$ cat src/rtl/slid_pkg.sv
`timescale 1ns / 1ps

package slid_pkg;

    localparam int CAPACITY_DEF = 32;
    localparam int DATA_W       = 32;

    localparam logic [1:0] OP_INSERT = 2'd0;
    localparam logic [1:0] OP_DELETE = 2'd1;
    localparam logic [1:0] OP_READ   = 2'd2;

    localparam logic [1:0] STAT_OK        = 2'd0;
    localparam logic [1:0] STAT_NOT_FOUND = 2'd1;
    localparam logic [1:0] STAT_EMPTY     = 2'd2;
    localparam logic [1:0] STAT_FULL      = 2'd3;

    typedef struct packed {
        logic [1:0]               op;
        logic signed [DATA_W-1:0] value;
    } t_req;

    typedef struct packed {
        logic signed [DATA_W-1:0] entry;
        logic [1:0]               status;
        logic                     last;
    } t_res;

endpackage

$ cat src/rtl/slid_ram.sv
`timescale 1ns / 1ps

module slid_ram #(
    parameter int WIDTH = 32,
    parameter int DEPTH = 32
) (
    input  logic                     i_clk,
    input  logic                     i_we,
    input  logic [$clog2(DEPTH)-1:0] i_waddr,
    input  logic [WIDTH-1:0]         i_wdata,
    input  logic [$clog2(DEPTH)-1:0] i_raddr,
    output logic [WIDTH-1:0]         o_rdata
);

    logic [WIDTH-1:0] r_mem [DEPTH];
    logic [WIDTH-1:0] r_rdata;

    always_ff @(posedge i_clk) begin
        if (i_we) begin
            r_mem[i_waddr] <= i_wdata;
        end
        r_rdata <= r_mem[i_raddr];
    end

    assign o_rdata = r_rdata;

endmodule

$ cat src/rtl/sorted_list_insert_delete_top.sv
`timescale 1ns / 1ps

// channel   ports                      handshake
// request   i_req (op, value)          taken when start high and busy low
// result    o_res (entry, status, last) one cycle, marked by o_strobe
//
// entries live in one ram (registered read); the list length is a register
// insert: 1 result; full or empty are early exits, else entries are shifted up, then written
// delete: reads every entry, moving the later ones down; read out: results 1 a cycle
// op 3 and early-exit cases answer on the cycle after the request
// synchronous active-low reset empties the list; no clearing pass
// results cannot be stalled; a new request may be taken while a result shows

module sorted_list_insert_delete_top #(
    parameter int CAPACITY = slid_pkg::CAPACITY_DEF
) (
    input  logic              i_clk,
    input  logic              i_rst_n,
    input  logic              start,
    output logic              busy,
    input  slid_pkg::t_req    i_req,
    output logic              o_strobe,
    output slid_pkg::t_res    o_res
);

    localparam int AW = $clog2(CAPACITY);
    localparam int CW = $clog2(CAPACITY + 1);
    localparam int DW = slid_pkg::DATA_W;

    typedef enum logic [2:0] {
        ST_IDLE,
        ST_HEAD,
        ST_HEADW,
        ST_SHIFT,
        ST_FIN,
        ST_DEL,
        ST_OUT
    } t_state;

    t_state              r_st, n_st;
    logic [CW-1:0]       r_count, n_count;
    logic [AW-1:0]       r_ptr, n_ptr;
    logic [AW-1:0]       r_dptr, n_dptr;
    logic                r_iss, n_iss;
    logic                r_up, n_up;
    logic                r_dv, n_dv;
    logic                r_head, n_head;
    logic                r_found, n_found;
    logic signed [DW-1:0] r_val, n_val;
    logic                r_strobe, n_strobe;
    slid_pkg::t_res      r_res, n_res;

    logic                ram_we;
    logic [AW-1:0]       ram_waddr;
    logic [DW-1:0]       ram_wdata;
    logic [DW-1:0]       ram_rdata;
    logic [AW-1:0]       last_idx;
    logic                acc;
    logic                match;

    slid_ram #(
        .WIDTH(DW),
        .DEPTH(CAPACITY)
    ) u_ram (
        .i_clk   (i_clk),
        .i_we    (ram_we),
        .i_waddr (ram_waddr),
        .i_wdata (ram_wdata),
        .i_raddr (r_ptr),
        .o_rdata (ram_rdata)
    );

    assign busy     = (r_st != ST_IDLE);
    assign acc      = start && !busy;
    assign last_idx = AW'(r_count - CW'(1));
    assign match    = (ram_rdata == r_val);
    assign o_strobe = r_strobe;
    assign o_res    = r_res;

    always_comb begin
        n_st      = r_st;
        n_count   = r_count;
        n_ptr     = r_ptr;
        n_iss     = r_iss;
        n_up      = r_up;
        n_head    = r_head;
        n_found   = r_found;
        n_val     = r_val;
        n_strobe  = 1'b0;
        n_res     = r_res;
        ram_we    = 1'b0;
        ram_waddr = '0;
        ram_wdata = r_val;

        // read address walk
        if (r_iss) begin
            if (r_up) begin
                if (r_ptr == last_idx) begin
                    n_iss = 1'b0;
                end else begin
                    n_ptr = r_ptr + AW'(1);
                end
            end else begin
                if (r_ptr == '0) begin
                    n_iss = 1'b0;
                end else begin
                    n_ptr = r_ptr - AW'(1);
                end
            end
        end

        unique case (r_st)
            ST_IDLE: begin
                if (acc) begin
                    n_val = i_req.value;
                    case (i_req.op)
                        slid_pkg::OP_INSERT: begin
                            if (r_count == CW'(CAPACITY)) begin
                                n_strobe = 1'b1;
                                n_res    = '{entry: i_req.value,
                                             status: slid_pkg::STAT_FULL, last: 1'b1};
                            end else if (r_count == '0) begin
                                ram_we    = 1'b1;
                                ram_waddr = '0;
                                ram_wdata = i_req.value;
                                n_count   = CW'(1);
                                n_strobe  = 1'b1;
                                n_res     = '{entry: i_req.value,
                                              status: slid_pkg::STAT_OK, last: 1'b1};
                            end else begin
                                n_st  = ST_HEAD;
                                n_ptr = '0;
                            end
                        end
                        slid_pkg::OP_DELETE: begin
                            if (r_count == '0) begin
                                n_strobe = 1'b1;
                                n_res    = '{entry: i_req.value,
                                             status: slid_pkg::STAT_EMPTY, last: 1'b1};
                            end else begin
                                n_st    = ST_DEL;
                                n_ptr   = '0;
                                n_iss   = 1'b1;
                                n_up    = 1'b1;
                                n_found = 1'b0;
                            end
                        end
                        slid_pkg::OP_READ: begin
                            if (r_count == '0) begin
                                n_strobe = 1'b1;
                                n_res    = '{entry: '0,
                                             status: slid_pkg::STAT_EMPTY, last: 1'b1};
                            end else begin
                                n_st  = ST_OUT;
                                n_ptr = '0;
                                n_iss = 1'b1;
                                n_up  = 1'b1;
                            end
                        end
                        default: begin
                            n_strobe = 1'b1;
                            n_res    = '{entry: i_req.value,
                                         status: slid_pkg::STAT_OK, last: 1'b1};
                        end
                    endcase
                end
            end
            ST_HEAD: begin
                n_st  = ST_HEADW;
                n_ptr = last_idx;
                n_iss = 1'b1;
                n_up  = 1'b0;
            end
            ST_HEADW: begin
                n_head = ($signed(r_val) <= $signed(ram_rdata));
                n_st   = ST_SHIFT;
            end
            ST_SHIFT: begin
                if (r_dv) begin
                    ram_we    = 1'b1;
                    ram_waddr = r_dptr + AW'(1);
                    if (r_head || ($signed(ram_rdata) > $signed(r_val))) begin
                        ram_wdata = ram_rdata;
                        if (r_dptr == '0) begin
                            n_st = ST_FIN;
                        end
                    end else begin
                        ram_wdata = r_val;
                        n_count   = r_count + CW'(1);
                        n_strobe  = 1'b1;
                        n_res     = '{entry: r_val, status: slid_pkg::STAT_OK, last: 1'b1};
                        n_st      = ST_IDLE;
                        n_iss     = 1'b0;
                    end
                end
            end
            ST_FIN: begin
                ram_we    = 1'b1;
                ram_waddr = '0;
                ram_wdata = r_val;
                n_count   = r_count + CW'(1);
                n_strobe  = 1'b1;
                n_res     = '{entry: r_val, status: slid_pkg::STAT_OK, last: 1'b1};
                n_st      = ST_IDLE;
                n_iss     = 1'b0;
            end
            ST_DEL: begin
                if (r_dv) begin
                    if (r_found) begin
                        ram_we    = 1'b1;
                        ram_waddr = r_dptr - AW'(1);
                        ram_wdata = ram_rdata;
                    end else if (match) begin
                        n_found = 1'b1;
                    end
                    if (r_dptr == last_idx) begin
                        n_strobe = 1'b1;
                        n_st     = ST_IDLE;
                        n_iss    = 1'b0;
                        if (r_found || match) begin
                            n_count = r_count - CW'(1);
                            n_res   = '{entry: r_val, status: slid_pkg::STAT_OK, last: 1'b1};
                        end else begin
                            n_res   = '{entry: r_val,
                                        status: slid_pkg::STAT_NOT_FOUND, last: 1'b1};
                        end
                    end
                end
            end
            ST_OUT: begin
                if (r_dv) begin
                    n_strobe = 1'b1;
                    n_res    = '{entry: ram_rdata, status: slid_pkg::STAT_OK,
                                 last: (r_dptr == last_idx)};
                    if (r_dptr == last_idx) begin
                        n_st  = ST_IDLE;
                        n_iss = 1'b0;
                    end
                end
            end
            default: begin
                n_st  = ST_IDLE;
                n_iss = 1'b0;
            end
        endcase

        n_dv   = r_iss && (n_st != ST_IDLE);
        n_dptr = r_ptr;
    end

    always_ff @(posedge i_clk) begin
        r_ptr   <= n_ptr;
        r_dptr  <= n_dptr;
        r_up    <= n_up;
        r_head  <= n_head;
        r_found <= n_found;
        r_val   <= n_val;
        r_res   <= n_res;
        if (!i_rst_n) begin
            r_st     <= ST_IDLE;
            r_count  <= '0;
            r_iss    <= 1'b0;
            r_dv     <= 1'b0;
            r_strobe <= 1'b0;
        end else begin
            r_st     <= n_st;
            r_count  <= n_count;
            r_iss    <= n_iss;
            r_dv     <= n_dv;
            r_strobe <= n_strobe;
        end
    end

endmodule
$ cat config.mk
export PLATFORM = sky130hd
export DESIGN_NAME = sorted_list_insert_delete_top
export DESIGN_NICKNAME = d
export VERILOG_FILES = /design/src/rtl/slid_pkg.sv /design/src/rtl/slid_ram.sv /design/src/rtl/sorted_list_insert_delete_top.sv
export SDC_FILE = /design/constraint.sdc
export NUM_CORES = 1
export LEC_CHECK = 0
export BUFFER_PORTS_ARGS = -buffer_cell sky130_fd_sc_hd__buf_4
export CAP_MARGIN = 20
export CORE_MARGIN = 5
export CORE_UTILIZATION = 57
export DETAILED_ROUTE_END_ITERATION = 8
export PLACE_DENSITY = 0.76
export SLEW_MARGIN = 20
export SYNTH_ARGS = -nofsm -noshare
export SYNTH_HDL_FRONTEND = slang
export SYNTH_HIERARCHICAL = 1
export SYNTH_SLANG_ARGS = --single-unit
$ cat constraint.sdc
create_clock -name i_clk -period 5.3 [get_ports i_clk]
set_clock_uncertainty 0.05 [all_clocks]
set_input_delay 1.06 -clock i_clk [delete_from_list [all_inputs] [get_ports i_clk]]
set_output_delay 1.06 -clock i_clk [all_outputs]
set_load 0.02 [all_outputs]
# Word level (Yosys, flattened, before mapping)
# Memory sizes are Yosys's and may differ from the RTL's. A register that Yosys moved wholly into a read port is not among the register bits.
# Cells that the tools add are included.
totals:
  regBits: 92
  ram_bits: 1024
  in_bits: 37
  output_inout_bits: 37
  word_cells: 172
  memories: 1
memory_table:
  columns: ["name", "words", "word_bits", "rd", "rd_clocked_by_memory_dff", "wr", "line", "rtl"]
  rows:
  - ["u_ram.r_mem", 32, 32, 1, 1, 1, "slid_ram.sv:15", "logic [WIDTH-1:0] r_mem [DEPTH];"]
op_classes:
  addsub: 6
  magnitude_cmp: 2
  n_eq_ne: 28
  mux: 98
  reduce_logical: 23
ops:
  columns: ["op", "count"]
  rows:
  - ["two-way mux 35 bit", 10]
  - ["two-way mux 32 bit", 8]
  - ["one-hot mux 35 bit (5 select lines)", 1]
  - ["one-hot mux 35 bit (3 select lines)", 1]
  - ["one-hot mux 32 bit (3 select lines)", 1]
  - ["two-way mux 6 bit", 9]
  - ["two-way mux 5 bit", 10]
  - ["two-way mux 1 bit", 35]
  - ["equality test 32 bit", 1]
  - ["> comparator 32 bit", 1]
  - ["less-or-equal comparator 32 bit", 1]
  - ["two-way mux 3 bit", 10]
  - ["one-hot mux 5 bit (2 select lines)", 3]
  - ["one-hot mux 6 bit (4 select lines)", 1]
  - ["!= test 2 bit (second input constant)", 11]
  - ["AND reduction 10 bit", 2]
  - ["one-hot mux 3 bit (5 select lines)", 1]
  - ["adder 5 x 1 -> 5 bit (second input constant)", 2]
  - ["equality test 5 bit", 2]
  - ["logical NOT 5 bit", 2]
  - ["one-hot mux 1 bit (5 select lines)", 2]
  - ["subtractor 5 x 1 -> 5 bit (second input constant)", 2]
  - ["equality test 3 bit (second input constant)", 3]
  - ["one-hot mux 3 bit (3 select lines)", 1]
  - ["other kinds (27)", 37]

# Logic depth before layout (Yosys ltp)
depth:
  ltp_word: 10
  depth_mapped: 13
  depth_no_buf: 10

# Cells and area by module
# Netlist, hierarchy kept.
by_module_without_submodules:
  columns: ["module", "instances", "cells_per_inst", "area_per_inst_um2", "seq_area_each_um2"]
  rows:
  - ["slid_ram", 1, 2260, 40492.6, 31390.1]
  - ["sorted_list_insert_delete_top", 1, 800, 7355.8, 2542.4]

# Worst setup path before layout
# Ideal clock, no wire load.
synth_timing:
  kind: "input to register"
  start: "input port start"
  end: "memory u_ram.r_mem[28][0] (enable)"
  setup_time_ps: 421
  arrival_ps: 4581
  required_ps: 4829
  path_slack_ps: 248
  cell_stages: 8
  n_path_buf: 2
  path_cell_list: "nand3_1 inv_1 nand4_2 buf_2 nand4_1 or3b_2 clkbuf_1 nor2_1"
synth_between:
  elab_chain_len: 5
synth_rtl:
  columns: ["element", "line", "rtl"]
  rows:
  - ["start, declared", "sorted_list_insert_delete_top.sv:19", "input logic start,"]
  - ["logical AND 1 bit", "sorted_list_insert_delete_top.sv:74", "assign acc = start && !busy;"]
  - ["two-way mux 1 bit", "sorted_list_insert_delete_top.sv:114", "if (acc) begin"]
  - ["one-hot mux 1 bit (4 select lines)", "sorted_list_insert_delete_top.sv:112", "unique case (r_st)"]
  - ["via ram_we", "sorted_list_insert_delete_top.sv:53", "logic ram_we;"]
  - ["two-way mux 1 bit", "slid_ram.sv:19", "if (i_we) begin"]
  - ["two-way mux 1 bit (not written as such)", "slid_ram.sv:20", "r_mem[i_waddr] <= i_wdata;"]
  - ["end, declared", "slid_ram.sv:15", null]
# The timed path passes the listed nets, and every way through them passes these cells.

# Final worst setup path
layout_timing:
  start: "register r_st[2]"
  end: "memory u_ram.r_mem[21][30] (enable)"
layout_between:
  word_cells_on_any_way: 12
  cone_classes: "eq/ne (3); mux (5); reduce/logical (4)"
layout_lines:
  columns: ["element", "line", "rtl"]
  rows:
  - ["start, declared", "sorted_list_insert_delete_top.sv:40", "t_state r_st, n_st;"]
  - ["start signal, assigned", "sorted_list_insert_delete_top.sv:266", "r_st <= n_st;"]
  - ["equality test 3 bit / equality test 3 x 2 -> 1 bit (equally long branches)", "sorted_list_insert_delete_top.sv:112", null]
  - ["one-hot mux 5 bit (2 select lines) (*)", "sorted_list_insert_delete_top.sv:112", null]
  - ["via ram_waddr[3]", "sorted_list_insert_delete_top.sv:54", "logic [AW-1:0] ram_waddr;"]
# Mark *: on every way through the listed nets, which the timed path passes. The rest lies on a longest branch.

==> run_summary.xml <==
<?xml version="1.0" encoding="UTF-8"?>
<metrics>
  <group name="floorplan">
    <metric name="placement_rows" unit="">106</metric>
    <metric name="io_pins" unit="">74</metric>
    <metric name="initial_utilization" unit="">0.574</metric>
    <metric name="core-area" unit="um^2">83400</metric>
    <metric name="die_area" unit="um^2">89800</metric>
    <metric name="dieHeight" unit="um">300</metric>
    <metric name="die_width" unit="um">300</metric>
  </group>
  <group name="cells_and_area">
    <metric name="layout.area.seq" unit="um^2">33900</metric>
    <metric name="multi_input_area" unit="um^2">13100</metric>
    <metric name="drive_gt1_frac" unit="">0.146</metric>
    <metric name="design.final.nets" unit="">3233</metric>
    <metric name="insertedDiodeCount" unit="">0</metric>
    <metric name="post-route-util" unit="">0.646</metric>
    <metric name="filler_cell_count" unit="">5528</metric>
    <metric name="area_growth_from_synthesis_to_final_layout" unit="%">12.7</metric>
    <metric name="stdcell_area" unit="um^2">53900</metric>
  </group>
  <group name="clocking">
    <metric name="tritoncts_clock_tree" unit="">yes</metric>
    <metric name="post_cts_buffers" unit="">0</metric>
    <metric name="numClockSinks" unit="">1148</metric>
    <metric name="cts_buffer_depth" unit="">3</metric>
    <metric name="clockRootBuffer" unit="">sky130_fd_sc_hd__clkbuf_16</metric>
    <metric name="path_clk_slew" unit="ns">0.07</metric>
    <metric name="cts.htree.levels" unit="">3</metric>
    <metric name="clock_insertion_delay_worst_skew" unit="ns">0.69</metric>
    <metric name="cts.hold.buffers_added" unit="">0</metric>
    <metric name="numCtsBuffers" unit="">110</metric>
    <metric name="post_cts_resize_count" unit="">0</metric>
  </group>
  <group name="synthesis">
    <metric name="synth_sequential_area_ratio" unit="">0.709</metric>
    <metric name="postSynthRegisterBits" unit="">1148</metric>
    <metric name="synth_nets" unit="">3139</metric>
    <metric name="synth.distinct_cells" unit="">75</metric>
    <metric name="ffs_w_async_s_r_synth" unit="">0</metric>
    <metric name="prevailing_post_synth_register_cell" unit="">sky130_fd_sc_hd__edfxtp_1</metric>
    <metric name="post_synth_main_area_contributors" unit="">sky130_fd_sc_hd__edfxtp_1 69%, sky130_fd_sc_hd__mux2i_1 12%, sky130_fd_sc_hd__dfxtp_1 2.3%, sky130_fd_sc_hd__a21oi_1 2.0%, sky130_fd_sc_hd__a22oi_1 1.6%</metric>
    <metric name="synth-edff-count" unit="">1094</metric>
    <metric name="synthMostInstantiatedCell" unit="">sky130_fd_sc_hd__edfxtp_1</metric>
    <metric name="yosys_warnings" unit="">6</metric>
    <metric name="cell_count_after_synthesis" unit="">3060</metric>
    <metric name="synth_area" unit="um^2">47800</metric>
    <metric name="synthDominantAreaCellType" unit="">sky130_fd_sc_hd__edfxtp_1</metric>
    <metric name="post_synth.cell_area_avg" unit="um^2">15.6</metric>
    <metric name="synthTopCellsByCount" unit="">1094 x sky130_fd_sc_hd__edfxtp_1, 578 x sky130_fd_sc_hd__mux2i_1, 192 x sky130_fd_sc_hd__a21oi_1</metric>
    <metric name="synth_top_area_frac" unit="">0.687</metric>
  </group>
  <group name="sta">
    <metric name="final_period_minus_worst_setup_slack" unit="ns">4.38</metric>
    <metric name="final_report_setup_violation_count" unit="">0</metric>
    <metric name="achievable_frequency" unit="MHz">228</metric>
    <metric name="worst_relative_slew_slack" unit="">0.224</metric>
    <metric name="hold_violations" unit="">0</metric>
    <metric name="final_number_of_max_transition_violations" unit="">0</metric>
    <metric name="finalSetupTns" unit="ns">0</metric>
    <metric name="layout_worst_path_cycle_share" unit="">0.827</metric>
    <metric name="setup_repair_after_global_routing_missed_its_margin" unit="">false</metric>
    <metric name="slew_at_the_pin_closest_to_its_max_slew_limit" unit="ns">1.16</metric>
  </group>
  <group name="pwr">
    <metric name="pwr-share-seq" unit="">0.429</metric>
    <metric name="switching_fraction_of_total_power" unit="">0.310</metric>
    <metric name="power_leakage" unit="nW">18.3</metric>
    <metric name="pwr-share-clk" unit="">0.313</metric>
    <metric name="total_switching_power" unit="mW">8.03</metric>
    <metric name="total_power" unit="mW">25.9</metric>
    <metric name="cell_internal_pwr" unit="mW">17.9</metric>
    <metric name="combinationalPowerShare" unit="">0.259</metric>
    <metric name="ir_drop" unit="mV">0.756</metric>
    <metric name="power.density" unit="nW/um^2">481</metric>
  </group>
  <group name="placed_design">
    <metric name="postPlaceCellArea" unit="um^2">50000</metric>
    <metric name="place.detailed.hpwl" unit="mm">72.8</metric>
    <metric name="port_buffers" unit="">73</metric>
    <metric name="globalplace.congestion" unit="">0.895</metric>
  </group>
  <group name="status">
    <metric name="run_status" unit="">finished, final reports clean</metric>
  </group>
  <group name="setup_path">
    <metric name="crit_path_max_incr_delay" unit="ns">0.70</metric>
    <metric name="cp.required" unit="ns">5.55</metric>
    <metric name="path_delay_family" unit="">simple AND/OR/NAND/NOR gates</metric>
    <metric name="worstSetupEndpointType" unit="">flop</metric>
    <metric name="cpMaxStageDelayCell" unit="">sky130_fd_sc_hd__nor2_4</metric>
    <metric name="start_kind" unit="">flop</metric>
    <metric name="crit_buf_inv" unit="">3</metric>
    <metric name="crit_fanout" unit="">19</metric>
    <metric name="critical_path.cell_chain" unit="">clkinv_1, and3_1, buf_4, nand2_1, o311ai_0, o21ai_0, nand2_1, nand3b_1, nor2_4, buf_4</metric>
    <metric name="crit_type" unit="">reg -&gt; reg</metric>
    <metric name="cp.arrival" unit="ns">4.63</metric>
  </group>
  <group name="grt">
    <metric name="grt_antenna_before_repair" unit="">2</metric>
    <metric name="grt_max_degree" unit="">127</metric>
    <metric name="number_of_global_route_vias_before_repair" unit="">29035</metric>
    <metric name="track_usage" unit="">0.286</metric>
    <metric name="grt-ovfl-total" unit="">0</metric>
    <metric name="grt_pass1_wl" unit="mm">191</metric>
  </group>
  <group name="drt">
    <metric name="detail_route.drc_violations" unit="">0</metric>
    <metric name="antenna_left" unit="">0</metric>
    <metric name="dr.pass1.iters" unit="">6</metric>
    <metric name="detail_route.vias_per_cell" unit="">6.83</metric>
    <metric name="wl_per_cell" unit="um">30.4</metric>
    <metric name="routed_wl" unit="mm">132</metric>
    <metric name="detailroute.via_count" unit="">29574</metric>
    <metric name="drt_first_iter_violations" unit="">4227</metric>
  </group>
  <group name="hold_path">
    <metric name="worst_hold_path_type" unit="">reg -&gt; reg</metric>
  </group>
  <group name="job">
    <metric name="max_cap_violations" unit="">0</metric>
  </group>
</metrics>
metal layers:
layer / wire length, um / global-route usage
met1: 49100 / 0.392
met2: 61000 / 0.454
met5: 0 / 0
met3: 15400 / 0.0542
met4: 6230 / 0.123
power groups by stage:
| stage | logic, mW | clock network, mW | registers, mW |
|---|---|---|---|
| 6_report | 6.71 | 8.11 | 11.1 |
| 2_1_floorplan | 4.72 | 0 | 11.1 |
| 4_1_cts | 6.55 | 8.20 | 11.1 |
| 3_5_place_dp | 6.52 | 0 | 11.3 |
| 3_3_place_gp | 6.36 | 0 | 11.3 |
| 5_1_grt | 7.05 | 8.60 | 11.1 |
final timing paths:
check | from | endpoint | slack [ns] | depth (start not counted)
worst max-delay path | r_st[2] | u_ram/r_mem[21][30] | 0.92 | 10
worst min-delay path | r_count[1] | r_count[1] | 0.52 | 2
worst max register to register | r_st[2] | u_ram/r_mem[21][30] | 0.92 | 10
worst min register to register | r_count[1] | r_count[1] | 0.52 | 2
per-stage QoR:
step	instances	setup WS (ns)	hold WS (ns)
3_5_place_dp	4122	0.980	0.486
2_1_floorplan	3060	0.248	0.359
4_1_cts	4331	0.982	0.498
6_report	4331	0.917	0.517
5_1_grt	4331	0.733	0.514
3_3_place_gp	4122	0.871	0.464
worst reg2reg max path: cells and delay by family, from the launching register on:
family	cells	cell delay (ns)
and+or+nand+nor	5	1.90
buffers and inverters	3	1.14
DFF	1	0.59
AOI/OAI and AO/OA	2	0.28
area by class of cell:
cell class              instances  area share
clock inverters                59      0.0130
inverters                      84     0.00585
well taps                    1080      0.0251
multi-input cells            1643       0.242
clock buffers                 150      0.0578
repair buffers                167      0.0265
flip-flops and latches       1148       0.629
registers in the layout (all words and copies together) (netlist names):
name and cells:
n_dptr 5, o_res 35, o_strobe 1, r_count 6, r_dptr 5, r_dv 1, r_found 1, r_head 1
r_iss 1, r_st 3, r_up 1, r_val 32, u_ram/o_rdata 32, u_ram/r_mem 1024
cell usage in the layout (no fill, tap or decap), types with 5 or more instances in the layout:
cell type                    instances
sky130_fd_sc_hd__clkbuf_16         111
sky130_fd_sc_hd__a22o_1             64
sky130_fd_sc_hd__o21ai_1            32
sky130_fd_sc_hd__dfxtp_1            53
sky130_fd_sc_hd__nor2_4             33
sky130_fd_sc_hd__a211oi_1            6
sky130_fd_sc_hd__nor2b_1             9
sky130_fd_sc_hd__a21oi_1           164
sky130_fd_sc_hd__a222oi_1           32
sky130_fd_sc_hd__ha_1               42
sky130_fd_sc_hd__clkbuf_8           19
sky130_fd_sc_hd__nand2b_1            5
sky130_fd_sc_hd__inv_1              83
sky130_fd_sc_hd__xor2_1              6
sky130_fd_sc_hd__o221a_2            33
sky130_fd_sc_hd__nand3b_1            6
sky130_fd_sc_hd__buf_12             14
sky130_fd_sc_hd__a31oi_1            35
sky130_fd_sc_hd__buf_4             153
sky130_fd_sc_hd__o22ai_1             6
sky130_fd_sc_hd__nand2_1           134
sky130_fd_sc_hd__clkbuf_1           20
sky130_fd_sc_hd__and2_1              6
sky130_fd_sc_hd__edfxtp_1         1094
sky130_fd_sc_hd__mux2i_1           578
sky130_fd_sc_hd__a21oi_4            23
sky130_fd_sc_hd__nand4_1            12
sky130_fd_sc_hd__clkinv_2           22
sky130_fd_sc_hd__bufinv_16          13
sky130_fd_sc_hd__clkinvlp_4          5
sky130_fd_sc_hd__o21ai_0            26
sky130_fd_sc_hd__nor3_1             38
sky130_fd_sc_hd__xnor2_1             8
sky130_fd_sc_hd__a21oi_2             9
sky130_fd_sc_hd__nand3_1           112
sky130_fd_sc_hd__clkinv_1           11
sky130_fd_sc_hd__a22oi_1            98
sky130_fd_sc_hd__nor2_1             54
logic make-up after synthesis:
| kind of cell | Yosys count | share of synthesized area |
|---|---|---|
| AO/OA/AOI/OAI | 563 | 0.0815 |
| buffers and inverters | 269 | 0.0298 |
| multiplexers | 579 | 0.121 |
| flip-flops | 1148 | 0.709 |
| adder cells (fa/ha/maj) | 42 | 0.0110 |
| AND/OR/NAND/NOR | 442 | 0.0436 |
| XOR/XNOR | 17 | 0.00384 |
(Power assumes the default switching activity.)
